<file path="config.mk">
export PLATFORM = sky130hd
export DESIGN_NAME = wtbl_regs
export DESIGN_NICKNAME = d
export VERILOG_FILES = /design/src/sv/wtbl_pkg.sv /design/src/sv/wtbl_regs.sv
export SDC_FILE = /design/constraint.sdc
export NUM_CORES = 1
export LEC_CHECK = 0
export BUFFER_PORTS_ARGS = -buffer_cell sky130_fd_sc_hd__buf_2
export CORE_UTILIZATION = 42
export CTS_CLUSTER_SIZE = 24
export DETAILED_ROUTE_END_ITERATION = 10
export GPL_ROUTABILITY_DRIVEN = 1
export PLACE_DENSITY = 0.84
export SLEW_MARGIN = 20
export SYNTH_ARGS = -nofsm -noshare
export SYNTH_HDL_FRONTEND = slang
export SYNTH_SLANG_ARGS = --single-unit
</file>
<file path="constraint.sdc">
create_clock -name clk -period 1.1 [get_ports clk]
set_input_delay 0.055 -clock clk [delete_from_list [all_inputs] [get_ports clk]]
set_output_delay 0.055 -clock clk [all_outputs]
set_load 0.03 [all_outputs]
</file>
<file path="src/sv/wtbl_pkg.sv">
// Shared types, constants and helpers of the wrapping token-bucket limiter.
// Used by the channel interfaces and by every module of the block.
package wtbl_pkg;

  localparam int WRAP_LIMIT = 2000000;
  localparam int FRAC_BITS = 16;
  localparam int CW = 37;
  localparam int TW = 11;
  localparam int LW = CW + 2;
  localparam int ADDR_W = 5;
  localparam int PDATA_W = 64;
  localparam int CNT_W = $clog2(CW + 1);

  localparam longint unsigned MOD_L = longint'(WRAP_LIMIT) << FRAC_BITS;
  localparam logic [CW-1:0] MODULUS = CW'(MOD_L);
  localparam logic [CW-1:0] DEFAULT_RATE = CW'(longint'(300) << FRAC_BITS);

  typedef enum logic [1:0] {
    REG_ENABLE = 2'd0,
    REG_RATE   = 2'd1,
    REG_TICKS  = 2'd2
  } reg_index_t;

  typedef struct packed {
    logic          enable;
    logic [CW-1:0] rate;
    logic [TW-1:0] ticks_per_interval;
  } cfg_t;

  typedef struct packed {
    logic busy;
    logic done;
  } div_status_t;

  // Subtracts the modulus once when the value lies above it.
  function automatic logic [CW-1:0] wrap_once(input logic [CW:0] v);
    logic [CW:0] d;
    d = v - {1'b0, MODULUS};
    return (v > {1'b0, MODULUS}) ? d[CW-1:0] : v[CW-1:0];
  endfunction

endpackage

</file>
<file path="src/sv/wtbl_regs.sv">
// APB-style configuration registers of the token-bucket limiter.
// Depends on wtbl_pkg for the register map and the cfg_t bundle.
module wtbl_regs import wtbl_pkg::*; (
  input  logic               clk,
  input  logic               rst,
  input  logic               psel,
  input  logic               penable,
  input  logic               pwrite,
  input  logic [ADDR_W-1:0]  paddr,
  input  logic [PDATA_W-1:0] pwdata,
  output logic [PDATA_W-1:0] prdata,
  output logic               pready,
  output cfg_t               cfg
);

  reg_index_t idx;
  logic       wr;

  assign idx = reg_index_t'(paddr[4:3]);
  assign wr = psel && penable && pwrite;
  assign pready = 1'b1;

  always_ff @(posedge clk) begin
    if (rst) begin
      cfg.enable <= 1'b0;
      cfg.rate <= DEFAULT_RATE;
      cfg.ticks_per_interval <= TW'(1);
    end else if (wr) begin
      unique case (idx)
        REG_ENABLE: cfg.enable <= pwdata[0];
        REG_RATE:   cfg.rate <= pwdata[CW-1:0];
        REG_TICKS:  cfg.ticks_per_interval <= pwdata[TW-1:0];
        default: ;
      endcase
    end
  end

  always_comb begin
    unique case (idx)
      REG_ENABLE: prdata = {{(PDATA_W-1){1'b0}}, cfg.enable};
      REG_RATE:   prdata = {{(PDATA_W-CW){1'b0}}, cfg.rate};
      REG_TICKS:  prdata = {{(PDATA_W-TW){1'b0}}, cfg.ticks_per_interval};
      default:    prdata = '0;
    endcase
  end

endmodule

</file>
Word-level counts from Yosys, hierarchy flattened
Cells that the tools add are included.
W data, S select, Z words.

operators by class
  multiplexer cells = 1
  reductions and logical operators = 6
  eq/ne operators = 2

operators by type and width
  operator              number
  $pmux W37 S3          1
  $reduce_and A2 Y1     3
  $eq A2 B1 Y1 const B  1
  $eq A2 B2 Y1 const B  1
  $logic_and A1 B1 Y1   2
  $logic_not A2 Y1      1

word-level totals
  logic and storage cells = 12
  bits of input ports = 74
  output and inout bits = 114
  flip-flop bits (word level) = 49

Logic depth before layout (Yosys ltp)
Gate-level depths: netlist of the first run.

  word-level depth = 3
  gate-level depth with buffers = 5

Worst setup path before layout of the first run
OpenSTA, ideal clock, no wires.

  path type = register to output
  from = register cfg[11] (netlist bit)
  to = output prdata[0]
  arrival time = 1.304 ns
  path slack = -0.259 ns
  buffers on the path = 0
  cell stages (with the launch flop) = 3
  path through = dfxtp_1 mux2i_1 o21ai_0

on the way
  cells in the longest elaborated chain, start to end = 1

ends and longest elaborated chain
  item          line             RTL
  from (decl)   wtbl_regs.sv:13  output cfg_t cfg
  $pmux W37 S3  wtbl_regs.sv:39  unique case (idx)
  to (decl)     wtbl_regs.sv:11  output logic [PDATA_W-1:0] prdata,

Every way passes these cells.

Worst setup path after layout of the first run
Ends and elaborated chain as after synthesis.

==> results.txt, run 1 <==
Top cells by area, synth - dfxtp_1 36%, mux2i_1 19%, nand2b_1 15%, buf_4 7.8%, and2_1 6.0%
Crit path arrival time - 1.02 ns
Via Count - 2,228
Peak supply drop - 569 uV
Hold Path End - cfg[41]$_SDFFE_PP0P_
Synth unique cells - 21
Drt pass-1 iters - 5
GRT met3 Usage - 0.0367
Tcrit/Tclk final - 0.981
Max-slew violation count - 0
Met1 usage in global routing - 0.172
Antenna Nets Post-Route - 0
Largest net degree at the start of global routing - 45
Setup CP Type - reg2out
Most numerous cell in the Yosys netlist - nand2b_1
Run status - finished, final reports clean
Root buf cell - clkbuf_8
CP required - 1.04 ns
Antenna violations before repair - 0
Chip Width - 82.1 um
Initial core utilization - 0.444
Worst reg2reg path depth - 2
RR Endpoint - cfg[37]$_SDFFE_PP0P_
Pwr dens - 1000 mW/mm2
Largest register FFs - 49
Post-synthesis sequential area ratio - 0.364
GRT overflow - 0
WL/cell - 11.8 um
Routability cong. - 0.685
Vias/cell - 4.59
Post-synth top flop - dfxtp_1
Worst hold path class - in2reg
Clock slew at reported path FFs - 0.09 ns
Crit start category - flop
Post-Synthesis Cells - 279
Element type at the critical path end - output pin
Total Power - 3.56 mW
Vias in the first global route - 1,797
Cell taking the most area after synthesis - dfxtp_1
Final hold vios - 0
Biggest regs - cfg (49)
Clock Path Buffers - 2
Area Overhead vs Synth - 31.9%
Final setup viols - 0
Starting DRC count in detailed routing - 41
Layout Nets - 483
Top cells by count, synth - 66 x nand2b_1, 50 x mux2i_1, 49 x dfxtp_1
Footprint of the multi-input gates - 0.00147 mm2
DRC Markers - 0
Global-route wire length before repair - 8.11 mm
Synth Area per Inst - 9.65 um2
Die Footprint - 0.00674 mm2
Leak - 1.76 nW
Global Route Usage Sum - 0.158
Layout cells sized above 1 - 0.412
Number of H-tree levels - 2
Top reg by flops - cfg
Synth top area share - 0.364
R2R setup slack - 0.30 ns
FF+latch area - 998 um2
Chip height - 82.1 um
Yosys warnings - 0
IO Port Bufs - 129
GR peak layer - met2
HPWL Detailed - 4.12 mm
Unrepaired setup endpoints after global routing - true
Async SR Flop Fraction - 0
CP max FO - 3
Met2 Use GR - 0.298
Post-Syn Area - 0.00269 mm2
Yosys reg bits - 49
Clock sinks - 49
Post-synth EDFFs - 0
Tmin final - 1.08 ns
Max Clock Skew - 0 ns
WHS Path Cells - 3
CORE AREA - 0.00606 mm2
Ant diodes - 0
Clock Latency Late Sink - 0.30 ns
Ports - 188
Pre-CTS WS - -0.0434 ns
# fillers - 533
R2R Path Start - cfg[37]$_SDFFE_PP0P_
TritonCTS clock tree - done
TritonCTS Buffers - 5
Min-delay src - pwdata[30]
Setup WS post-layout - 0.0213 ns
Peak Freq - 927 MHz
Number of max-cap violations - 0
Row Count - 28
Detailed Route WL - 5.72 mm
[how the worst max path moves through the flow]
stage,to,slack (ns),start,cells after the start
after detailed placement,cfg[12]$_SDFFE_PP0P_,-0.04,penable,5
after CTS,prdata[2],0.005,cfg[2]$_SDFFE_PP0P_,2
after global routing,prdata[0],-0.04,cfg[11]$_SDFFE_PP0P_,3
after floorplan,prdata[0],0.1,cfg[48]$_SDFFE_PP0P_,2
after global placement,cfg[13]$_SDFFE_PP0P_,0.02,pwrite,5
final,prdata[0],0.02,cfg[11]$_SDFFE_PP0P_,3
[worst max-delay path, stage by stage (launching register included)]
cell	delay, ns
dfxtp_2	0.35
mux2i_2	0.07
o21ai_2	0.15
buf_6	0.15
[cell type report]
type,instances,area share
clock buffer,7,0.0271
clock inverter,1,0.00141
multi-input combinational,209,0.413
sequential,49,0.281
tap,75,0.0264
timing repair buffer,144,0.251
[routing by layer]
metal  wire length (um)  share of wire  up-vias
li1                   -              -     1103
met1               2400           0.42     1029
met2               2970           0.52       91
met3                316          0.055        5
met4                 31         0.0054        0
met5                  0              0        -
[cells by family after synthesis]
group / synth area share
compound gates: 0.0344
buf+inv: 0.133
flops: 0.364
mux: 0.186
other cells: 0.00279
simple gates: 0.280
[timing repair]
action / in CTS / in global routing
resized for setup: 2 / 38
endpoints found under the setup margin: 1 / 13
hold buffers: 3 / 0
pin swaps: 0 / 1
hold endpoints to repair: 3 / 0
buffers inserted: 0 / 2
[placed cells by master, fill, tap and decap left out]
master	n
nor3b_4	1
mux2i_2	1
clkbuf_8	7
nor2_1	10
nand3_2	1
mux2i_1	49
nand2_1	1
buf_12	6
o21ai_2	1
a22o_1	10
or2b_1	11
and2b_1	1
dfxtp_2	14
dlygate4sd3_1	3
clkinv_2	1
and2_1	26
buf_4	10
nor3_1	1
clkbuf_4	3
conb_1	28
nor2b_2	1
buf_6	5
buf_2	117
nand4_2	1
dfxtp_1	35
nand2b_1	66
[stage by stage]
| stage | cell area, um2 | std cells | hold slack (ns) | TNS (ns) | util |
|---|---|---|---|---|---|
| final | 3550 | 485 | 0.00884 | 0 | 0.586 |
| after global routing | 3550 | 485 | 0.000282 | -0.0567 | 0.586 |
| after CTS | 3470 | 483 | 0.00191 | 0 | 0.572 |
| after detailed placement | 3330 | 472 | 0.322 | -0.389 | 0.550 |
| after global placement | 3330 | 472 | 0.314 | 0 | 0.550 |
| after floorplan | 2790 | 305 | 0.210 | 0 | - |
[report_power, final]
part	leakage [nW]	internal [mW]	switching [mW]
Clock	0.0542	0.569	0.584
Combinational	1.30	0.221	0.370
Sequential	0.403	1.80	0.0163
Total	1.76	2.59	0.971
No activity file was read; power rests on OpenSTA's default activity.
==> run 2: changes to the inputs <==
--- a/config.mk
+++ b/config.mk
@@ -6,11 +6,12 @@
 export NUM_CORES = 1
 export LEC_CHECK = 0
 export BUFFER_PORTS_ARGS = -buffer_cell sky130_fd_sc_hd__buf_2
-export CORE_UTILIZATION = 42
+export CORE_UTILIZATION = 43
+export CTS_BUF_LIST = sky130_fd_sc_hd__clkbuf_2 sky130_fd_sc_hd__clkbuf_4 sky130_fd_sc_hd__clkbuf_8
 export CTS_CLUSTER_SIZE = 24
 export DETAILED_ROUTE_END_ITERATION = 10
 export GPL_ROUTABILITY_DRIVEN = 1
-export PLACE_DENSITY = 0.84
+export PLACE_DENSITY = 0.85
 export SLEW_MARGIN = 20
 export SYNTH_ARGS = -nofsm -noshare
 export SYNTH_HDL_FRONTEND = slang
==> results.txt, run 2 (synthesis results as in run 1) <==
# fillers - 561 (was 533)
Max incr delay on CP - 0.33 ns (was 0.35 ns)
Core Util, Final - 0.573 (was 0.586)
Final hold vios - 0 (unchanged)
Antenna Nets Post-Route - 0 (unchanged)
Global Route Usage Sum - 0.164 (was 0.158)
TritonCTS clock tree - done (unchanged)
Clock Latency Late Sink - 0.29 ns (was 0.30 ns)
TritonCTS Buffers - 5 (unchanged)
Ant diodes - 0 (unchanged)
Final hold slack - 0.0166 ns (was 0.00884 ns)
Element type at the critical path end - output pin (unchanged)
DRC Markers - 0 (unchanged)
R2R setup slack - 0.32 ns (was 0.30 ns)
Drt pass-1 iters - 4 (was 5)
Tcrit/Tclk final - 0.963 (was 0.981)
Clock sinks - 49 (unchanged)
Most frequent cells in the layout - 126 x buf_2, 66 x nand2b_1, 50 x mux2i_1, 45 x dfxtp_1, 28 x conb_1 (was 117 x buf_2, 66 x nand2b_1, 49 x mux2i_1, 35 x dfxtp_1, 28 x conb_1)
Layout Nets - 480 (was 483)
Ports - 188 (unchanged)
FF+latch area - 986 um2 (was 998 um2)
Die Footprint - 0.00658 mm2 (was 0.00674 mm2)
Worst hold path class - in2reg (unchanged)
Post-CTS Hold Buffers - 0 (was 3)
CP required - 1.04 ns (about the same)
Pwr dens - 1000 mW/mm2 (about the same)
Peak supply drop - 530 uV (was 569 uV)
Routability cong. - 0.770 (was 0.685)
CP cell instances - a22o_1 > buf_2 (was mux2i_2 > o21ai_2 > buf_6)
Number of H-tree levels - 2 (unchanged)
Chip Width - 81.1 um (was 82.1 um)
Largest register FFs - 49 (unchanged)
Setup WS post-layout - 0.0411 ns (was 0.0213 ns)
Root buf cell - clkbuf_8 (unchanged)
Max Clock Skew - 0 ns (unchanged)
Final setup viols - 0 (unchanged)
Clock slew at reported path FFs - 0.08 ns (was 0.09 ns)
IO Port Bufs - 129 (unchanged)
Pre-CTS WS - -0.0303 ns (was -0.0434 ns)
Antenna violations before repair - 0 (unchanged)
Global-route wire length before repair - 8.38 mm (was 8.11 mm)
CP max-delay cell - dfxtp_1 (was dfxtp_2)
Peak Freq - 944 MHz (was 927 MHz)
HPWL Detailed - 4.01 mm (was 4.12 mm)
Most common cell after layout, fill and taps aside - buf_2 (unchanged)
GRT overflow - 0 (unchanged)
Footprint of the multi-input gates - 0.00146 mm2 (was 0.00147 mm2)
Top reg by flops - cfg (unchanged)
Largest net degree at the start of global routing - 88 (was 45)
Leak - 1.72 nW (was 1.76 nW)
Initial core utilization - 0.449 (was 0.444)
Layout cells sized above 1 - 0.388 (was 0.412)
Crit start category - flop (unchanged)
WL/cell - 11.5 um (was 11.8 um)
Chip height - 81.1 um (was 82.1 um)
Setup CP Type - reg2out (unchanged)
CP max FO - 3 (unchanged)
Biggest regs - cfg (49) (unchanged)
Max-slew violation count - 0 (unchanged)
Via Count - 2,163 (was 2,228)
Starting DRC count in detailed routing - 50 (was 41)
Crit path arrival time - 1.00 ns (was 1.02 ns)
Run status - finished, final reports clean (unchanged)
Row Count - 28 (unchanged)
Vias/cell - 4.49 (was 4.59)
CORE AREA - 0.00599 mm2 (was 0.00606 mm2)
Tmin final - 1.06 ns (was 1.08 ns)
Area Overhead vs Synth - 27.5% (was 31.9%)
Number of max-cap violations - 0 (unchanged)
Detailed Route WL - 5.55 mm (was 5.72 mm)
Unrepaired setup endpoints after global routing - true (unchanged)
Clock Path Buffers - 2 (unchanged)
Vias in the first global route - 1,838 (was 1,797)
run 2: cell count changes in the layout (fill, tap and decap cells not counted):
| cell | delta |
|---|---|
| mux2i_1 | +1 |
| buf_4 | -2 |
| dfxtp_1 | +10 |
| clkbuf_4 | +2 |
| clkbuf_8 | -2 |
| mux2i_2 | -1 |
| buf_2 | +9 |
| buf_12 | -2 |
| dfxtp_2 | -10 |
| clkinv_2 | -1 |
| buf_6 | -4 |
| dlygate4sd3_1 | -3 |
run 2: metrics by stage:
step | instances | area (um2) | setup TNS [ns] | power (mW)
3_5_place_dp | 472 | 3310 | -0.347 | 2.42
4_1_cts | 480 | 3400 | 0 | 3.51
5_1_grt | 482 | 3430 | -0.00456 | 3.63
2_1_floorplan | 305 | 2790 | 0 | 2.32
6_report | 482 | 3430 | 0 | 3.44
3_3_place_gp | 472 | 3310 | 0 | 2.41
run 2: worst paths after layout:
check	start	to	cells after the start
max	cfg[13]$_SDFFE_PP0P_	prdata[2]	2
max reg2reg	cfg[13]$_SDFFE_PP0P_	cfg[13]$_SDFFE_PP0P_	2
min reg2reg	cfg[28]$_SDFFE_PP0P_	cfg[28]$_SDFFE_PP0P_	2
min	pwdata[35]	cfg[46]$_SDFFE_PP0P_	3
run 2: final cells by class:
type / count / share of cell area
Clock buffer: 8 / 0.0266
Multi-Input combinational cell: 209 / 0.427
Sequential cell: 49 / 0.287
Tap cell: 75 / 0.0273
Timing Repair Buffer: 141 / 0.232
run 2: where the power goes:
group	total [mW]	internal (mW)	switching, mW
registers	1.81	1.80	0.0164
logic	0.570	0.204	0.366
clock network	1.05	0.526	0.527
run 2: critical path, delay by kind of cell, from the launching register on:
| family | cells | cell delay (ns) |
|---|---|---|
| buffers and inverters | 1 | 0.17 |
| AOI/OAI and AO/OA | 1 | 0.21 |
| DFF | 1 | 0.33 |
run 2: routing by layer:
metal | vias to the layer above | share of wire | GRT usage
li1 | 1102 | - | -
met1 | 970 | 0.42 | 0.191
met2 | 89 | 0.51 | 0.298
met3 | 2 | 0.061 | 0.0404
met4 | 0 | 0.0027 | 0.0429
met5 | - | 0 | 0
run 2: what timing repair did:
item	in CTS	in global routing
resized for setup	1	7
hold endpoints to repair	0	0
buffers inserted	0	2
endpoints found under the setup margin	1	4
==> run 3: changes to the inputs <==
==> constraint.sdc (replaced) <==
create_clock -name clk -period 1.05 [get_ports clk]
set_input_delay 0.0525 -clock clk [delete_from_list [all_inputs] [get_ports clk]]
set_output_delay 0.0525 -clock clk [all_outputs]
set_load 0.03 [all_outputs]
==> results.txt, run 3 (synthesis results as in run 1) <==
Run status - finished, violations left (was finished, final reports clean)
Failing checks - setup timing
Worst hold path class - in2reg (unchanged)
Drt pass-1 iters - 4 (unchanged)
CORE AREA - 0.00599 mm2 (unchanged)
IO Port Bufs - 129 (unchanged)
GRT met3 Usage - 0.0326 (was 0.0404)
Vias in the first global route - 2,075 (was 1,838)
Pwr dens - 993 mW/mm2 (was 1000 mW/mm2)
Initial core utilization - 0.449 (unchanged)
Biggest regs - cfg (49) (unchanged)
CP required - 1.00 ns (was 1.04 ns)
Non-Filler Instances - 498 (was 482)
Final hold vios - 0 (unchanged)
Most frequent cells in the layout - 96 x buf_2, 66 x nand2b_1, 49 x mux2i_1, 37 x dfxtp_2, 28 x conb_1 (was 126 x buf_2, 66 x nand2b_1, 50 x mux2i_1, 45 x dfxtp_1, 28 x conb_1)
Most common cell after layout, fill and taps aside - buf_2 (unchanged)
Layout cells sized above 1 - 0.489 (was 0.388)
CP cell instances - mux2i_2 > o21ai_2 > buf_6 (was a22o_1 > buf_2)
Chip Width - 81.1 um (unchanged)
Setup WS post-layout - -0.0279 ns (was 0.0411 ns)
Crit path arrival time - 1.03 ns (was 1.00 ns)
Largest net degree at the start of global routing - 49 (was 88)
Global Route Usage Sum - 0.188 (was 0.164)
Number of H-tree levels - 2 (unchanged)
Antenna Nets Post-Route - 0 (unchanged)
HPWL Detailed - 4.34 mm (was 4.01 mm)
Peak Freq - 928 MHz
Antenna violations before repair - 0 (unchanged)
Leak - 1.82 nW (was 1.72 nW)
Setup CP Type - reg2out (unchanged)
Vias/cell - 4.59 (was 4.49)
Ant diodes - 0 (unchanged)
Largest delay share family, worst path - flip-flops (unchanged)
GR peak layer - met2 (unchanged)
Tmin final - 1.08 ns
# fillers - 505 (was 561)
Chip height - 81.1 um (unchanged)
Row Count - 28 (unchanged)
Clock Path Buffers - 2 (unchanged)
Layout Nets - 497 (was 480)
Global-route wire length before repair - 9.52 mm (was 8.38 mm)
Detailed Route WL - 6.32 mm (was 5.55 mm)
Total Power - 3.70 mW (was 3.44 mW)
Clock sinks - 49 (unchanged)
Tcrit/Tclk final - 1.03
WP buf/inv - 1 (unchanged)
Routability cong. - 0.711 (was 0.770)
Max incr delay on CP - 0.34 ns (was 0.33 ns)
TritonCTS Buffers - 5 (unchanged)
Clock slew at reported path FFs - 0.09 ns (was 0.08 ns)
Largest register FFs - 49 (unchanged)
Starting DRC count in detailed routing - 43 (was 50)
Ports - 188 (unchanged)
Element type at the critical path end - output pin (unchanged)
CP max FO - 2 (was 3)
Area Overhead vs Synth - 38.5% (was 27.5%)
WL/cell - 12.7 um (was 11.5 um)
Peak supply drop - 583 uV (was 530 uV)
Pre-CTS WS - -0.0868 ns (was -0.0303 ns)
CP max-delay cell - dfxtp_2 (was dfxtp_1)
Via Count - 2,288 (was 2,163)
Dpl cells - 475 (was 472)
Max-slew violation count - 0 (unchanged)
Max Clock Skew - 0 ns (unchanged)
Top reg by flops - cfg (unchanged)
Die Footprint - 0.00658 mm2 (unchanged)
Clock Latency Late Sink - 0.30 ns (was 0.29 ns)
DRC Markers - 0 (unchanged)
Final setup viols - 1 (was 0)
Met2 Use GR - 0.350 (was 0.298)
Number of max-cap violations - 0 (unchanged)
Root buf cell - clkbuf_8 (unchanged)
GRT overflow - 0 (unchanged)
Unrepaired setup endpoints after global routing - true (unchanged)
Met1 usage in global routing - 0.214 (was 0.191)
Crit start category - flop (unchanged)
Core Util, Final - 0.623 (was 0.573)
TritonCTS clock tree - done (unchanged)
[run 3: cell types whose count changed in the layout (fill, tap and decap cells not counted), sizes merged]
cell and delta:
clkbuf +15, buf -1, dlygate4sd3 +2
[run 3: area by class of cell]
type	instances	area, um2	share of cell area
multi-input cells	209	1470	0.394
repair buffers	158	1050	0.281
flip-flops and latches	49	1030	0.275
well taps	75	93.8	0.0252
clock buffers	7	90.1	0.0242
[run 3: what timing repair did]
action | 4_1_cts | 5_1_grt
hold endpoints to repair | 2 | 0
endpoints found under the setup margin | 12 | 35
hold buffers | 2 | 0
pin swaps | 0 | 4
setup buffers | 12 | 2
gates resized for setup | 37 | 50
[run 3: power breakdown]
part	switching (mW)	internal (mW)	leakage, nW
Combinational	0.397	0.245	1.36
Sequential	0.0166	1.88	0.411
Clock	0.612	0.550	0.0477
[run 3: through the flow]
step / setup TNS (ns) / hold slack [ns] / area [um2]
floorplan: 0 / 0.208 / 2790
global placement: -0.754 / 0.311 / 3330
detailed placement: -2.40 / 0.318 / 3330
CTS: -0.0103 / 0.00287 / 3610
global route: -0.256 / 0.00194 / 3730
finish: -0.0279 / 0.00457 / 3730
[run 3: metal layers]
| layer | up-vias | routed length [um] |
|---|---|---|
| li1 | 1129 | - |
| met4 | 0 | 97 |
| met3 | 9 | 345 |
| met2 | 98 | 3250 |
| met5 | - | 0 |
| met1 | 1052 | 2620 |
[run 3: path summary, 6_finish.rpt]
| kind | startpoint | end | slack [ns] | depth (start not counted) |
|---|---|---|---|---|
| min | pwdata[27] | cfg[38]$_SDFFE_PP0P_ | 0.005 | 3 |
| min reg2reg | cfg[38]$_SDFFE_PP0P_ | cfg[38]$_SDFFE_PP0P_ | 0.48 | 2 |
| max | cfg[48]$_SDFFE_PP0P_ | prdata[0] | -0.03 | 3 |
| max reg2reg | cfg[14]$_SDFFE_PP0P_ | cfg[14]$_SDFFE_PP0P_ | 0.18 | 3 |
[run 3: worst min-delay path: cells and delay by family]
family,cells,cell delay (ns)
simple gates,1,0.05
buf+inv,1,0.10
mux,1,0.06
