<file path="config.mk">
export PLATFORM = sky130hd
export DESIGN_NAME = wtbl_divider
export DESIGN_NICKNAME = d
export VERILOG_FILES = /design/src/sv/wtbl_pkg.sv /design/src/sv/wtbl_divider.sv
export SDC_FILE = /design/constraint.sdc
export NUM_CORES = 1
export LEC_CHECK = 0
export BUFFER_PORTS_ARGS = -buffer_cell sky130_fd_sc_hd__clkbuf_2
export CORE_ASPECT_RATIO = 0.7
export CORE_MARGIN = 2
export CORE_UTILIZATION = 30
export CTS_CLUSTER_SIZE = 8
export DETAILED_ROUTE_END_ITERATION = 16
export HOLD_SLACK_MARGIN = 0.06
export PLACE_DENSITY_LB_ADDON = 0.25
export SETUP_SLACK_MARGIN = 0.4
export SYNTH_ARGS = -nofsm -noshare
export SYNTH_HDL_FRONTEND = slang
export SYNTH_SLANG_ARGS = --single-unit
</file>
<file path="constraint.sdc">
create_clock -name clk -period 4.7 [get_ports clk]
set_clock_uncertainty 0.15 [all_clocks]
set_input_delay 0.705 -clock clk [delete_from_list [all_inputs] [get_ports clk]]
set_output_delay 0.705 -clock clk [all_outputs]
set_load 0.05 [all_outputs]
</file>
<file path="src/sv/wtbl_pkg.sv">
// Shared types, constants and helpers of the wrapping token-bucket limiter.
// Used by the channel interfaces and by every module of the block.
package wtbl_pkg;

  localparam int WRAP_LIMIT = 2000000;
  localparam int FRAC_BITS = 16;
  localparam int CW = 37;
  localparam int TW = 11;
  localparam int LW = CW + 2;
  localparam int ADDR_W = 5;
  localparam int PDATA_W = 64;
  localparam int CNT_W = $clog2(CW + 1);

  localparam longint unsigned MOD_L = longint'(WRAP_LIMIT) << FRAC_BITS;
  localparam logic [CW-1:0] MODULUS = CW'(MOD_L);
  localparam logic [CW-1:0] DEFAULT_RATE = CW'(longint'(300) << FRAC_BITS);

  typedef enum logic [1:0] {
    REG_ENABLE = 2'd0,
    REG_RATE   = 2'd1,
    REG_TICKS  = 2'd2
  } reg_index_t;

  typedef struct packed {
    logic          enable;
    logic [CW-1:0] rate;
    logic [TW-1:0] ticks_per_interval;
  } cfg_t;

  typedef struct packed {
    logic busy;
    logic done;
  } div_status_t;

  // Subtracts the modulus once when the value lies above it.
  function automatic logic [CW-1:0] wrap_once(input logic [CW:0] v);
    logic [CW:0] d;
    d = v - {1'b0, MODULUS};
    return (v > {1'b0, MODULUS}) ? d[CW-1:0] : v[CW-1:0];
  endfunction

endpackage

</file>
<file path="src/sv/wtbl_divider.sv">
// Iterative restoring divider: one quotient bit per cycle.
// Depends on wtbl_pkg for widths and the div_status_t bundle.
module wtbl_divider import wtbl_pkg::*; (
  input  logic          clk,
  input  logic          rst,
  input  logic          start,
  input  logic [CW-1:0] dividend,
  input  logic [TW-1:0] divisor,
  output div_status_t   status,
  output logic [CW-1:0] quotient
);

  logic [CW-1:0]    quo;
  logic [TW-1:0]    rem;
  logic [CNT_W-1:0] cnt;
  logic             busy;
  logic             done;
  logic [TW:0]      rem_sh;
  logic [TW:0]      rem_sub;
  logic             fits;

  assign rem_sh = {rem, quo[CW-1]};
  assign rem_sub = rem_sh - {1'b0, divisor};
  assign fits = rem_sh >= {1'b0, divisor};

  always_ff @(posedge clk) begin
    if (rst) begin
      busy <= 1'b0;
      done <= 1'b0;
      cnt <= '0;
    end else begin
      done <= busy && !start && (cnt == CNT_W'(1));
      if (start) begin
        busy <= 1'b1;
        cnt <= CNT_W'(CW);
      end else if (busy) begin
        cnt <= cnt - CNT_W'(1);
        if (cnt == CNT_W'(1)) begin
          busy <= 1'b0;
        end
      end
    end
  end

  always_ff @(posedge clk) begin
    if (start) begin
      quo <= dividend;
      rem <= '0;
    end else if (busy) begin
      quo <= {quo[CW-2:0], fits};
      rem <= fits ? rem_sub[TW-1:0] : rem_sh[TW-1:0];
    end
  end

  assign status.busy = busy;
  assign status.done = done;
  assign quotient = quo;

endmodule

</file>
=== Word-level counts from Yosys, hierarchy flattened ===
Index checks and enable logic that the tools add are counted.

* Output and inout bits: 39
* Logic and storage cells: 23
* Input port bits: 51
* Register bits: 56

* $add $sub $neg: 2
* Reduce and logical (&&, ||, !) cells: 5
* Order comparisons: 1
* Equal/unequal tests: 1
* Mux-type cells: 8

{| class="wikitable"
|+ Operators by type and width
! kind !! number
|-
| 2-to-1 mux 37 bit || 2
|-
| >= comparator 12 x 11 -> 1 bit || 1
|-
| 2-to-1 mux 6 bit || 2
|-
| 2-to-1 mux 11 bit || 1
|-
| subtractor 11 bit || 1
|-
| equality test 6 x 1 -> 1 bit (second input constant) || 1
|-
| subtractor 6 x 1 -> 6 bit (second input constant) || 1
|-
| 2-to-1 mux 1 bit || 3
|-
| logical AND 1 bit || 2
|-
| nonzero test 2 bit || 1
|-
| OR reduction 2 bit || 1
|-
| zero test 1 bit || 1
|}

=== Longest topological paths before layout ===
Gate-level depths: netlist of run 1.

* Word-level depth: 4
* Depth in mapped cells: 10
* Depth with buffers taken out: 9

=== Worst setup path before layout of run 1 ===
OpenSTA, ideal clock, no wires.

* Path type: reg-to-reg
* From: reg quo[36] (netlist: quotient[36])
* To: reg rem[0]
* Arrival time: 2512 ps
* Cell stages (with the launch flop): 10
* Clock period less this slack: 2741 ps
* Path buffers: 0
* Slack: 1959 ps
* Cells stage by stage: edfxtp_1 -> inv_1 -> ha_1 -> fa_1 -> nor2b_4 -> o31a_1 -> o21ai_4 -> o21ai_2 -> mux2_4 -> a211oi_2

* Longest elaborated chain between the ends: 2
* Elaborated cells between the ends (all ways): 3
* Classes of those cells: 1 x add/sub; 1 x order compare; 1 x mux

{| class="wikitable"
|+ Ends and longest elaborated chain
! item !! line !! source
|-
| from (decl) || wtbl_divider.sv:13 || <nowiki>logic [CW-1:0] quo;</nowiki>
|-
| from (signal assigned) || wtbl_divider.sv:47 || <nowiki>quo <= dividend;</nowiki>
|-
| from (signal assigned) || wtbl_divider.sv:50 || <nowiki>quo <= {quo[CW-2:0], fits};</nowiki>
|-
| subtractor 11 bit or >= comparator 12 x 11 -> 1 bit (tied branches) || wtbl_divider.sv:23, wtbl_divider.sv:24 ||
|-
| 2-to-1 mux 11 bit (*) || wtbl_divider.sv:51 || <nowiki>rem <= fits ? rem_sub[TW-1:0] : rem_sh[TW-1:0];</nowiki>
|-
| to (signal assigned) || wtbl_divider.sv:51 ||
|-
| to (decl) || wtbl_divider.sv:14 || <nowiki>logic [TW-1:0] rem;</nowiki>
|}

Every way passes the cells marked *; elsewhere a longest branch is shown, timed or not.
A chain may end at the register's enable or synchronous reset.

=== Final worst setup path of run 1 ===
* From: in divisor[0]
* To: reg rem[0]

* Longest elaborated chain between the ends: 2
* Elaborated cells between the ends (all ways): 3
* Classes of those cells: 1 x add/sub; 1 x order compare; 1 x mux

{| class="wikitable"
|+ Ends and longest elaborated chain
! item !! line !! source
|-
| from (decl) || wtbl_divider.sv:8 || <nowiki>input logic [TW-1:0] divisor,</nowiki>
|-
| subtractor 11 bit or >= comparator 12 x 11 -> 1 bit (tied branches) || wtbl_divider.sv:23, wtbl_divider.sv:24 ||
|-
| 2-to-1 mux 11 bit (*) || wtbl_divider.sv:51 ||
|}

Marked as above.

==> metrics.txt, run 1 <==
# TYPE chip_impl_metric gauge
chip_impl_info{name="outcome",value="finished clean"} 1
chip_impl_metric{name="internal_power",unit="W"} 0.000976
chip_impl_metric{name="cts_made_buffers",unit=""} 5
chip_impl_metric{name="ys_warn_count",unit=""} 0
chip_impl_metric{name="drcViolationCount",unit=""} 0
chip_impl_metric{name="combPwrFrac",unit="%"} 27.9
chip_impl_metric{name="insertion_delay",unit="ps"} 300
chip_impl_metric{name="diodes",unit=""} 0
chip_impl_info{name="rsz0062_at_grt",value="no"} 1
chip_impl_metric{name="detailroute.via_count",unit=""} 2210
chip_impl_metric{name="num-nets-final",unit=""} 407
chip_impl_info{name="clk_root_buffer_cell",value="clkbuf_16"} 1
chip_impl_metric{name="place.gp.congestion",unit=""} 0.795
chip_impl_metric{name="ios",unit=""} 90
chip_impl_metric{name="multiInputGateArea",unit="µm²"} 1390
chip_impl_metric{name="drive_gt1_share",unit="%"} 42.3
chip_impl_metric{name="floorplan.die.height",unit="µm"} 87.8
chip_impl_metric{name="number_of_standard_cells_after_synthesis",unit=""} 259
chip_impl_metric{name="clockPowerShare",unit="%"} 29.6
chip_impl_metric{name="antenna_violating_nets_post_route",unit=""} 0
chip_impl_metric{name="worst_ir_drop_vdd",unit="mV"} 0.201
chip_impl_metric{name="total_leakage_power",unit="nW"} 1.58
chip_impl_metric{name="postCtsSetupBuffers",unit=""} 0
chip_impl_metric{name="critPathRequiredTime",unit="ps"} 4770
chip_impl_metric{name="die_width",unit="µm"} 124
chip_impl_metric{name="drtIter0Drc",unit=""} 80
chip_impl_info{name="worstSetupStartpointType",value="input port"} 1
chip_impl_metric{name="die-area",unit="µm²"} 10900
chip_impl_metric{name="placement_rows",unit=""} 30
chip_impl_metric{name="routed_wirelength",unit="µm"} 6510
chip_impl_info{name="critical_path.reg2reg.startpoint",value="quotient[36]$_DFFE_PP_"} 1
chip_impl_info{name="crit-reg2reg-capture",value="rem[0]$_SDFFE_PP0P_"} 1
chip_impl_metric{name="grt_first_pass_wirelength",unit="µm"} 10200
chip_impl_metric{name="post_cts_gate_resize_count",unit=""} 0
chip_impl_info{name="min_to",value="rem[10]$_SDFFE_PP0P_"} 1
chip_impl_metric{name="firstDrtPassIters",unit=""} 4
chip_impl_info{name="cts_tree",value="built"} 1
chip_impl_metric{name="tritoncts_num_sinks",unit=""} 56
chip_impl_metric{name="cts_buffer_depth",unit=""} 2
chip_impl_metric{name="first_global_vias",unit=""} 2050
chip_impl_metric{name="pin_count_of_the_biggest_net_entering_global_routing",unit=""} 38
chip_impl_metric{name="netlist_area",unit="µm²"} 3010
chip_impl_metric{name="worst_r2r_path_depth",unit=""} 9
chip_impl_metric{name="filler_cell_count",unit=""} 948
chip_impl_metric{name="synth.yosys.seq_area_share",unit="%"} 49.6
chip_impl_metric{name="switching_power",unit="W"} 0.000469
chip_impl_metric{name="seq_area",unit="µm²"} 1490
chip_impl_metric{name="cts_max_level",unit=""} 2
chip_impl_metric{name="syn_avg_cell_area",unit="µm²"} 11.6
chip_impl_metric{name="fmax",unit="MHz"} 331
chip_impl_metric{name="max-slew-margin-rel",unit="%"} 40.5
chip_impl_metric{name="worst-r2r-setup-slack",unit="ps"} 1750
chip_impl_metric{name="fin_setup_tns",unit="ps"} 0
chip_impl_metric{name="core_region_area",unit="µm²"} 9720
chip_impl_metric{name="max_cap_viols",unit=""} 0
chip_impl_metric{name="detailed_place_hpwl",unit="µm"} 4700
chip_impl_metric{name="path_max_fanout",unit=""} 14
chip_impl_info{name="timing.hold.worst.class",value="reg -> reg"} 1
chip_impl_metric{name="setup_viol",unit=""} 0
chip_impl_metric{name="wl_per_cell",unit="µm"} 13.8
chip_impl_metric{name="finalWorstPathRequiredPeriod",unit="ps"} 3020
chip_impl_metric{name="via_per_instance_ratio",unit=""} 4.69
chip_impl_metric{name="number_of_max_slew_violations_in_the_final_report",unit=""} 0
chip_impl_metric{name="hold_path_depth",unit=""} 2
chip_impl_metric{name="seq_power_share",unit="%"} 42.5
chip_impl_metric{name="area_delta_synth_final",unit="%"} 23.8
chip_impl_metric{name="clkTransAtPathRegs",unit="ps"} 70
chip_impl_metric{name="finalCritPeriodShare",unit="%"} 64.3
chip_impl_metric{name="initial_core_util",unit="%"} 31.0
chip_impl_metric{name="p_per_area",unit="nW/µm²"} 388
chip_impl_metric{name="global_route.usage.total",unit="%"} 12.2
chip_impl_info{name="worst_setup_end_kind",value="register"} 1
chip_impl_metric{name="synth-seq-cells",unit=""} 56
chip_impl_metric{name="synth_cell_types",unit=""} 48
chip_impl_metric{name="grt_antenna_before_repair",unit=""} 0
chip_impl_metric{name="post-layout-total-power",unit="W"} 0.00145
chip_impl_metric{name="hold_buffers",unit=""} 0
chip_impl_metric{name="switching_share",unit="%"} 32.5
chip_impl_metric{name="critPathArrivalTime",unit="ps"} 3100
chip_impl_info{name="criticalPathCategory",value="in -> reg"} 1
chip_impl_metric{name="synthesis.nets",unit=""} 324
chip_impl_info{name="timing.hold.worst.start",value="rem[10]$_SDFFE_PP0P_"} 1
chip_impl_metric{name="global_route.overflow_total",unit=""} 0
chip_impl_metric{name="placement.io_buffers",unit=""} 89
chip_impl_metric{name="report.final.hold_viol_count",unit=""} 0
chip_impl_metric{name="max_slew.worst_pin.slew",unit="ps"} 892
## cells by family (layout without fill, tap and decap cells)
family | count (synthesis) | count (layout) | synth area share [%]
DFF | 56 | 56 | 49.6
and+or+nand+nor | 64 | 64 | 11.4
xor gates and xnor gates | 10 | 10 | 2.91
muxes | 44 | 44 | 16.3
AOI/OAI and AO/OA | 40 | 40 | 9.27
buffers and inverters | 31 | 115 | 4.41
adders and majority gates | 14 | 14 | 6.07
## critical path, cell delays in order
cell and delay [ps]:
clkbuf_2 80, ha_1 240, fa_1 450, nor2b_4 130
o31a_1 230, o21ai_4 120, o21ai_2 580, mux2_4 360
a211oi_2 200
## flip-flops by register name, summed over array words and instances (netlist names)
| register | flops |
|---|---|
| quotient | 37 |
| rem | 11 |
| cnt | 6 |
| busy | 1 |
| done | 1 |
## layout by cell type (no fill, tap or decap), types with 4 or more instances in the layout
cell type,count
edfxtp_1,37
ha_1,13
o21ai_0,5
mux2_2,37
nor2_1,24
mux2i_1,6
clkbuf_2,89
nand2b_1,4
a21oi_1,8
nand2_1,9
nor3_1,6
a211oi_1,7
dfxtp_1,19
xnor2_1,7
inv_1,16
clkbuf_16,5
## how the worst max path moves through the flow
| stage | slack (ps) | end | start |
|---|---|---|---|
| 6_report | 1680 | rem[0]$_SDFFE_PP0P_ | divisor[0] |
| 5_1_grt | 1530 | rem[0]$_SDFFE_PP0P_ | divisor[0] |
| 4_1_cts | 1650 | rem[0]$_SDFFE_PP0P_ | divisor[0] |
| 3_5_place_dp | 1340 | rem[0]$_SDFFE_PP0P_ | divisor[0] |
| 3_3_place_gp | 1410 | rem[0]$_SDFFE_PP0P_ | divisor[0] |
| 2_1_floorplan | 1960 | rem[0]$_SDFFE_PP0P_ | quotient[36]$_DFFE_PP_ |
## stage by stage
stage,instances,setup WS [ps],hold WS (ps),cell area [µm²],utilization (%)
final,471,1680,351,3720,38.3
after global routing,471,1530,389,3720,38.3
after CTS,471,1650,355,3720,38.3
after detailed placement,463,1340,344,3560,36.6
after global placement,463,1410,347,3560,36.6
after floorplan,259,1960,322,3010,-
## per-layer routing
layer	share of wire (%)	GRT usage (%)
met1	52	17.8
met2	43	17.6
met3	3.9	3.13
met4	1.5	4.24
met5	0	0
## cell type report
| cell class | count | area share, % |
|---|---|---|
| Inverter | 16 | 1.61 |
| Sequential cell | 56 | 40.0 |
| Timing Repair Buffer | 91 | 12.4 |
| Tap cell | 128 | 4.30 |
| Clock buffer | 5 | 3.36 |
| Multi-Input combinational cell | 172 | 37.2 |
| Clock inverter | 3 | 1.14 |
## cells in the mapped netlist, drive strengths merged
| library cell | n | area [µm²] |
|---|---|---|
| o21ai | 10 | 65.1 |
| mux2i | 6 | 60.1 |
| nor2b | 2 | 20.0 |
| xor2 | 3 | 26.3 |
| mux2 | 38 | 432 |
| o31a | 2 | 17.5 |
| fa | 1 | 20.0 |
| o21a | 2 | 15.0 |
| nand4 | 1 | 6.26 |
| nand3 | 4 | 25.0 |
| a2111oi | 1 | 8.76 |
| nand2 | 9 | 33.8 |
| or2 | 1 | 6.26 |
| o311ai | 1 | 8.76 |
| nand2b | 4 | 25.0 |
| o22ai | 2 | 12.5 |
| a31oi | 1 | 6.26 |
| dfxtp | 19 | 380 |
| o31ai | 1 | 7.51 |
| a211oi | 8 | 65.1 |
| clkbuf | 4 | 15.0 |
| edfxtp | 37 | 1110 |
| ha | 13 | 163 |
| a21oi | 8 | 40.0 |
| a311oi | 2 | 17.5 |
| nor4 | 5 | 43.8 |
| nor4b | 2 | 17.5 |
| or3 | 2 | 12.5 |
| nor2 | 24 | 90.1 |
| buf | 11 | 57.6 |
| nor3 | 6 | 30.0 |
| o211ai | 2 | 15.0 |
| inv | 16 | 60.1 |
| and2 | 1 | 6.26 |
| xnor2 | 7 | 61.3 |
| nor4bb | 2 | 20.0 |
| nor3b | 1 | 7.51 |
## power groups by stage
stage          clock [W]  sequential [W]  combinational [W]
2_1_floorplan          0        0.000741           0.000197
3_3_place_gp           0        0.000624           0.000403
3_5_place_dp           0        0.000625           0.000405
4_1_cts         0.000445        0.000615           0.000407
5_1_grt         0.000464        0.000621           0.000437
6_report        0.000428        0.000614           0.000403
(Power assumes the default switching activity.)
==> run 2: changes to the inputs <==
--- a/config.mk
+++ b/config.mk
@@ -5,6 +5,7 @@
 export SDC_FILE = /design/constraint.sdc
 export NUM_CORES = 1
 export LEC_CHECK = 0
+export ABC_AREA = 1
 export BUFFER_PORTS_ARGS = -buffer_cell sky130_fd_sc_hd__clkbuf_2
 export CORE_ASPECT_RATIO = 0.7
 export CORE_MARGIN = 2
==> constraint.sdc (replaced) <==
create_clock -name clk -period 2.6 [get_ports clk]
set_clock_uncertainty 0.15 [all_clocks]
set_input_delay 0.39 -clock clk [delete_from_list [all_inputs] [get_ports clk]]
set_output_delay 0.39 -clock clk [all_outputs]
set_load 0.05 [all_outputs]
==> metrics.txt, run 2 <==
# TYPE chip_impl_metric gauge
chip_impl_info{name="layout_common_cells",value="180 x nand2_1, 89 x clkbuf_2, 51 x inv_1"} 1
chip_impl_metric{name="critPathArrivalTime",unit="ps"} 2090
chip_impl_info{name="cts_tree",value="built"} 1
chip_impl_metric{name="fmax",unit="MHz"} 488
chip_impl_metric{name="antenna_violating_nets_post_route",unit=""} 0
chip_impl_metric{name="post_synth_and_or_nand_nor_area_fraction",unit="%"} 35.7
chip_impl_metric{name="synth-seq-cells",unit=""} 56
chip_impl_metric{name="max_cap_viols",unit=""} 0
chip_impl_metric{name="floorplan.die.height",unit="µm"} 91.5
chip_impl_info{name="main_combinational_cell_family_by_area_after_synthesis",value="simple AND/OR/NAND/NOR gates"} 1
chip_impl_metric{name="synth_enable_flop_cells",unit=""} 37
chip_impl_metric{name="worst_ir_drop_vdd",unit="mV"} 0.262
chip_impl_info{name="post_synth_most_frequent_cells",value="180 x nand2_1, 52 x inv_1, 37 x edfxtp_1, 25 x nand3_1, 19 x dfxtp_1"} 1
chip_impl_metric{name="asyncSetResetFlopFracSynth",unit="%"} 0
chip_impl_metric{name="drive_gt1_share",unit="%"} 28.4
chip_impl_metric{name="initial_core_util",unit="%"} 31.2
chip_impl_metric{name="global_route.usage.total",unit="%"} 14.3
chip_impl_metric{name="finalWorstPathRequiredPeriod",unit="ps"} 2050
chip_impl_metric{name="die-area",unit="µm²"} 11800
chip_impl_metric{name="p_per_area",unit="nW/µm²"} 569
chip_impl_info{name="yosys.area.top_type",value="edfxtp_1"} 1
chip_impl_info{name="dominantRegCellSynth",value="edfxtp_1"} 1
chip_impl_metric{name="die_width",unit="µm"} 129
chip_impl_metric{name="routed_wirelength",unit="µm"} 8320
chip_impl_metric{name="fraction_of_the_mapped_netlist_area_in_adder_cells",unit="%"} 5.57
chip_impl_metric{name="syn_avg_cell_area",unit="µm²"} 7.74
chip_impl_metric{name="max_slew.worst_pin.slew",unit="ps"} 333
chip_impl_metric{name="core_region_area",unit="µm²"} 10500
chip_impl_metric{name="placement_rows",unit=""} 31
chip_impl_info{name="criticalPathCategory",value="reg -> reg"} 1
chip_impl_metric{name="multiInputGateArea",unit="µm²"} 1510
chip_impl_metric{name="clkTransAtPathRegs",unit="ps"} 70
chip_impl_metric{name="tritoncts_num_sinks",unit=""} 56
chip_impl_metric{name="netlist_area",unit="µm²"} 3280
chip_impl_info{name="cells_taking_the_most_area_after_synthesis",value="edfxtp_1 34%, nand2_1 21%, dfxtp_1 12%"} 1
chip_impl_metric{name="cts_buffer_depth",unit=""} 2
chip_impl_metric{name="ios",unit=""} 90
chip_impl_metric{name="drcViolationCount",unit=""} 0
chip_impl_metric{name="synth_largest_type_area_fraction",unit="%"} 33.9
chip_impl_metric{name="report.final.hold_viol_count",unit=""} 0
chip_impl_metric{name="num-nets-final",unit=""} 582
chip_impl_metric{name="fin_setup_tns",unit="ps"} 0
chip_impl_metric{name="detailed_place_hpwl",unit="µm"} 6430
chip_impl_metric{name="ys_warn_count",unit=""} 0
chip_impl_metric{name="max-slew-margin-rel",unit="%"} 77.6
chip_impl_info{name="rsz0062_at_grt",value="no"} 1
chip_impl_metric{name="placement.io_buffers",unit=""} 89
chip_impl_info{name="outcome",value="finished clean"} 1
chip_impl_metric{name="detailroute.via_count",unit=""} 2901
chip_impl_metric{name="finalCritPeriodShare",unit="%"} 78.9
chip_impl_metric{name="diodes",unit=""} 0
chip_impl_metric{name="critPathRequiredTime",unit="ps"} 2640
chip_impl_metric{name="path_max_fanout",unit=""} 5
chip_impl_metric{name="synth.yosys.seq_area_share",unit="%"} 45.4
chip_impl_metric{name="seq_area",unit="µm²"} 1490
chip_impl_metric{name="synth_cell_types",unit=""} 35
chip_impl_metric{name="grt_antenna_before_repair",unit=""} 0
chip_impl_info{name="mostFrequentLayoutCell",value="nand2_1"} 1
chip_impl_info{name="worst_setup_end_kind",value="register"} 1
chip_impl_metric{name="drtIter0Drc",unit=""} 170
chip_impl_metric{name="filler_cell_count",unit=""} 1098
chip_impl_metric{name="first_global_vias",unit=""} 2791
chip_impl_metric{name="portion_of_netlist_area_occupied_by_mux_cells",unit="%"} 0
chip_impl_metric{name="firstDrtPassIters",unit=""} 5
chip_impl_metric{name="yosys.area_share.xor_xnor",unit="%"} 0.801
chip_impl_metric{name="place.gp.congestion",unit=""} 0.850
chip_impl_metric{name="synthesis.nets",unit=""} 489
chip_impl_metric{name="global_route.overflow_total",unit=""} 0
chip_impl_metric{name="final_util",unit="%"} 38.9
chip_impl_info{name="worstSetupStartpointType",value="register"} 1
chip_impl_metric{name="stdcell_count",unit=""} 666
chip_impl_metric{name="total_leakage_power",unit="nW"} 2.14
chip_impl_metric{name="setup_viol",unit=""} 0
chip_impl_metric{name="cts_max_level",unit=""} 2
chip_impl_metric{name="via_per_instance_ratio",unit=""} 4.36
chip_impl_info{name="clk_root_buffer_cell",value="clkbuf_16"} 1
chip_impl_metric{name="grt_first_pass_wirelength",unit="µm"} 13600
chip_impl_metric{name="pin_count_of_the_biggest_net_entering_global_routing",unit=""} 25
chip_impl_metric{name="insertion_delay",unit="ps"} 290
chip_impl_info{name="timing.hold.worst.class",value="in -> reg"} 1
chip_impl_metric{name="placed_cells",unit=""} 653
chip_impl_metric{name="area_delta_synth_final",unit="%"} 24.4
chip_impl_metric{name="number_of_max_slew_violations_in_the_final_report",unit=""} 0
chip_impl_metric{name="number_of_standard_cells_after_synthesis",unit=""} 424
chip_impl_metric{name="cts_made_buffers",unit=""} 5
chip_impl_metric{name="synth-compound-area-share",unit="%"} 2.63
chip_impl_metric{name="largest_register_ff_count",unit=""} 37
chip_impl_info{name="synth.most_common_cell",value="nand2_1"} 1
chip_impl_metric{name="wl_per_cell",unit="µm"} 12.5
==> run 2: changes by cell type after synthesis, moves of 6 or more <==
cell     delta
nand3_1    +22
nand2_1   +171
buf_1       -6
mux2i_1     -6
nor2_1      -7
nand4_1    +13
mux2_2     -37
nand2_2    +13
inv_1      +36
==> run 2: path summary, 6_finish.rpt <==
kind	startpoint	to	slack, ps	cells after the start
worst max register to register	quotient[36]$_DFFE_PP_	rem[0]$_SDFFE_PP0P_	550	12
worst max-delay path	quotient[36]$_DFFE_PP_	rem[0]$_SDFFE_PP0P_	550	12
worst min-delay path	rst	done$_SDFF_PP0_	160	2
worst min register to register	rem[8]$_SDFFE_PP0P_	rem[8]$_SDFFE_PP0P_	330	2
==> run 2: cells by family after synthesis <==
logic type / after synthesis
xor gates and xnor gates: 3
AOI/OAI and AO/OA: 15
DFF: 56
adders and majority gates: 14
buffers and inverters: 72
and+or+nand+nor: 264
==> run 2: critical path: stages (launching register included) <==
cell and delay (ps):
edfxtp_1 350, inv_1 80, ha_2 190, fa_2 360, inv_2 80, nand3_2 60
nand3_2 130, nand2_4 80, nand4_4 120, buf_4 160, nand2_2 60, nand3_2 80
nand2_1 50
==> run 2: routing by layer <==
layer	share of wire, %	track usage, %
met3	4.6	3.24
met5	0	0
met1	50	20.5
met2	45	22.1
met4	0.91	3.08
==> run 2: per-stage QoR <==
| stage | hold WS [ps] | area, µm² | setup WS [ps] | total power, W |
|---|---|---|---|---|
| after global placement | 314 | 3900 | 379 | 0.00167 |
| final | 160 | 4080 | 549 | 0.00232 |
| after detailed placement | 321 | 3900 | 336 | 0.00168 |
| after CTS | 153 | 4070 | 404 | 0.00235 |
| after floorplan | 290 | 3320 | 386 | 0.00151 |
| after global routing | 170 | 4080 | 412 | 0.00244 |
==> run 2: layout make-up <==
class                   instances  area share (%)
flip-flops and latches         56            36.5
clock inverters                 3           0.460
inverters                      55            5.06
well taps                     148            4.53
multi-input cells             296            36.9
repair buffers                103            13.5
clock buffers                   5            3.06
==> run 2: timing repair <==
item	CTS	global route
pin swaps	1	1
setup endpoints to repair	3	12
resized for setup	0	1
buffers inserted	4	1
hold buffers	0	0
==> run 2: report_power, final <==
group | total [W] | internal [W] | switching, W
logic | 0.000567 | 0.000148 | 0.000419
clock network | 0.000668 | 0.000354 | 0.000314
registers | 0.00109 | 0.00104 | 0.0000466
total | 0.00232 | 0.00154 | 0.000780
==> run 3: changes to the inputs <==
==> constraint.sdc (replaced) <==
create_clock -name clk -period 1.82 [get_ports clk]
set_clock_uncertainty 0.15 [all_clocks]
set_input_delay 0.273 -clock clk [delete_from_list [all_inputs] [get_ports clk]]
set_output_delay 0.273 -clock clk [all_outputs]
set_load 0.05 [all_outputs]
==> metrics.txt, run 3 (synthesized netlist as in run 2, its figures left out) <==
# TYPE chip_impl_metric gauge
chip_impl_metric{name="cts_buffer_depth",unit=""} 2
chip_impl_metric{name="drtIter0Drc",unit=""} 234
chip_impl_metric{name="wl_per_cell",unit="µm"} 12.4
chip_impl_metric{name="combPwrFrac",unit="%"} 27.1
chip_impl_metric{name="drcViolationCount",unit=""} 0
chip_impl_metric{name="internal_power",unit="W"} 0.00229
chip_impl_metric{name="clkTransAtPathRegs",unit="ps"} 70
chip_impl_metric{name="critPathArrivalTime",unit="ps"} 1940
chip_impl_metric{name="global_route.overflow_total",unit=""} 0
chip_impl_info{name="timing.hold.worst.class",value="in -> reg"} 1
chip_impl_metric{name="initial_core_util",unit="%"} 31.2
chip_impl_metric{name="worst_slack",unit="ps"} -84.4
chip_impl_metric{name="total_leakage_power",unit="nW"} 2.29
chip_impl_metric{name="largest_register_ff_count",unit=""} 37
chip_impl_metric{name="global_route.usage.total",unit="%"} 14.6
chip_impl_metric{name="finalWorstPathRequiredPeriod",unit="ps"} 1900
chip_impl_metric{name="setup_viol",unit=""} 11
chip_impl_metric{name="max_slew.worst_pin.slew",unit="ps"} 339
chip_impl_metric{name="detailed_place.area",unit="µm²"} 4130
chip_impl_info{name="rsz0062_at_grt",value="yes"} 1
chip_impl_metric{name="cp.depth",unit=""} 12
chip_impl_metric{name="report.final.hold_viol_count",unit=""} 0
chip_impl_info{name="mostFrequentLayoutCell",value="nand2_1"} 1
chip_impl_metric{name="grt_first_pass_wirelength",unit="µm"} 13700
chip_impl_info{name="worstSetupStartpointType",value="register"} 1
chip_impl_metric{name="ios",unit=""} 90
chip_impl_metric{name="seq_power_share",unit="%"} 45.7
chip_impl_metric{name="number_of_max_slew_violations_in_the_final_report",unit=""} 0
chip_impl_metric{name="clockPowerShare",unit="%"} 27.2
chip_impl_metric{name="first_global_vias",unit=""} 2833
chip_impl_metric{name="floorplan.die.height",unit="µm"} 91.5
chip_impl_info{name="worst_setup_end_kind",value="register"} 1
chip_impl_metric{name="crit_buf_inv",unit=""} 3
chip_impl_metric{name="core_region_area",unit="µm²"} 10500
chip_impl_metric{name="p_per_area",unit="nW/µm²"} 768
chip_impl_info{name="outcome",value="finished with violations"} 1
chip_impl_metric{name="antenna_violating_nets_post_route",unit=""} 0
chip_impl_metric{name="drive_gt1_share",unit="%"} 33.2
chip_impl_metric{name="path_max_fanout",unit=""} 8
chip_impl_metric{name="num-nets-final",unit=""} 609
chip_impl_metric{name="worst_ir_drop_vdd",unit="mV"} 0.379
chip_impl_metric{name="fmax",unit="MHz"} 525
chip_impl_metric{name="via_per_instance_ratio",unit=""} 4.33
chip_impl_info{name="cts_tree",value="built"} 1
chip_impl_metric{name="fin_setup_tns",unit="ps"} -558
chip_impl_metric{name="place.gp.congestion",unit=""} 0.875
chip_impl_metric{name="insertion_delay",unit="ps"} 290
chip_impl_info{name="crit_path_top_delay_cell",value="edfxtp_1"} 1
chip_impl_metric{name="routed_wirelength",unit="µm"} 8600
chip_impl_info{name="layout_common_cells",value="180 x nand2_1, 80 x clkbuf_2, 49 x inv_1"} 1
chip_impl_info{name="path_cells",value="inv_2, ha_4, fa_2, inv_2, nand3_2, nand3_2, nand2_2, nand4_4, buf_12, nand2_2, nand3_2, nand2_1"} 1
chip_impl_metric{name="placement_rows",unit=""} 31
chip_impl_metric{name="crit_path_max_incr_delay",unit="ps"} 360
chip_impl_metric{name="detailroute.via_count",unit=""} 2999
chip_impl_metric{name="tritoncts_num_sinks",unit=""} 56
chip_impl_metric{name="die-area",unit="µm²"} 11800
chip_impl_metric{name="finalHoldWorstSlack",unit="ps"} 99.5
chip_impl_metric{name="max-slew-margin-rel",unit="%"} 77.4
chip_impl_metric{name="critPathRequiredTime",unit="ps"} 1850
chip_impl_metric{name="detailed_place_hpwl",unit="µm"} 6790
chip_impl_metric{name="diodes",unit=""} 0
chip_impl_metric{name="switching_share",unit="%"} 32.6
chip_impl_metric{name="pin_count_of_the_biggest_net_entering_global_routing",unit=""} 36
chip_impl_metric{name="firstDrtPassIters",unit=""} 4
chip_impl_metric{name="grt_antenna_before_repair",unit=""} 0
chip_impl_metric{name="switching_power",unit="W"} 0.00111
chip_impl_info{name="critPathMostFrequentCell",value="nand3_2"} 1
chip_impl_metric{name="filler_cell_count",unit=""} 1094
chip_impl_metric{name="worst_r2r_path_depth",unit=""} 12
chip_impl_metric{name="hold_path_depth",unit=""} 3
chip_impl_info{name="violations",value="setup timing"} 1
chip_impl_info{name="criticalPathCategory",value="reg -> reg"} 1
chip_impl_metric{name="cts_max_level",unit=""} 2
chip_impl_metric{name="area_delta_synth_final",unit="%"} 34.8
chip_impl_info{name="clk_root_buffer_cell",value="clkbuf_16"} 1
chip_impl_metric{name="max_cap_viols",unit=""} 0
chip_impl_metric{name="finalCritPeriodShare",unit="%"} 105
chip_impl_info{name="cp_top_family",value="simple AND/OR/NAND/NOR gates"} 1
chip_impl_metric{name="placement.io_buffers",unit=""} 89
chip_impl_metric{name="pre_cts_slack",unit="ps"} -159
chip_impl_metric{name="die_width",unit="µm"} 129
chip_impl_metric{name="final_design_area_no_fill",unit="µm²"} 4420
chip_impl_metric{name="cts_made_buffers",unit=""} 5
## run 3: cell count changes in the layout (fill, tap and decap cells not counted), moves of 2 or more
cell / before / now
buf_6: 0 / 2
clkbuf_1: 0 / 2
clkbuf_2: 89 / 80
inv_1: 51 / 49
ha_1: 12 / 10
nor2_1: 17 / 15
ha_4: 0 / 2
buf_4: 14 / 36
dfxtp_1: 19 / 17
buf_12: 0 / 3
buf_2: 0 / 5
## run 3: per-stage QoR
step           power (W)  std cells  util [%]
2_1_floorplan    0.00217        424         -
3_3_place_gp     0.00245        678      39.3
3_5_place_dp     0.00246        678      39.3
4_1_cts          0.00343        691      41.6
5_1_grt          0.00357        693      42.1
6_report         0.00340        693      42.1
## run 3: layout make-up
cell class	count	area, µm²	share of cell area, %
clock buffer	7	133	3.00
clock inverter	1	3.75	0.0848
inverter	55	210	4.75
multi-input combinational	296	1560	35.3
sequential	56	1500	33.8
tap	148	185	4.19
timing repair buffer	130	836	18.9
## run 3: final timing paths
kind	start	end	slack, ps
setup / recovery	quotient[36]$_DFFE_PP_	rem[2]$_SDFFE_PP0P_	-80
hold / removal	dividend[29]	quotient[29]$_DFFE_PP_	100
setup reg to reg	quotient[36]$_DFFE_PP_	rem[2]$_SDFFE_PP0P_	-80
hold reg to reg	rem[10]$_SDFFE_PP0P_	rem[10]$_SDFFE_PP0P_	320
## run 3: worst min-delay path: cells and delay by family
kind                   cells  cell delay [ps]
AND/OR/NAND/NOR            2               90
buffers and inverters      1               70
## run 3: power by group through the flow
| stage | Combinational (W) | Sequential (W) | Clock, W |
|---|---|---|---|
| after global placement | 0.000871 | 0.00158 | 0 |
| after floorplan | 0.000286 | 0.00188 | 0 |
| after detailed placement | 0.000878 | 0.00158 | 0 |
| after CTS | 0.000915 | 0.00156 | 0.000955 |
| after global routing | 0.000995 | 0.00157 | 0.00101 |
| final | 0.000920 | 0.00155 | 0.000924 |
## run 3: repair_timing
item / 4_1_cts / 5_1_grt
buffers inserted: 4 / 2
resized for setup: 13 / 17
hold endpoints to repair: 2 / 0
pin swaps: 3 / 4
setup endpoints to repair: 52 / 25
hold buffers: 1 / 0
## run 3: per-layer routing
metal,wire (µm),share of wire [%],GRT usage [%]
met4,24,0.28,2.08
met2,3950,46,21.9
met5,0,0,0
met3,299,3.5,3.42
met1,4330,50,21.7
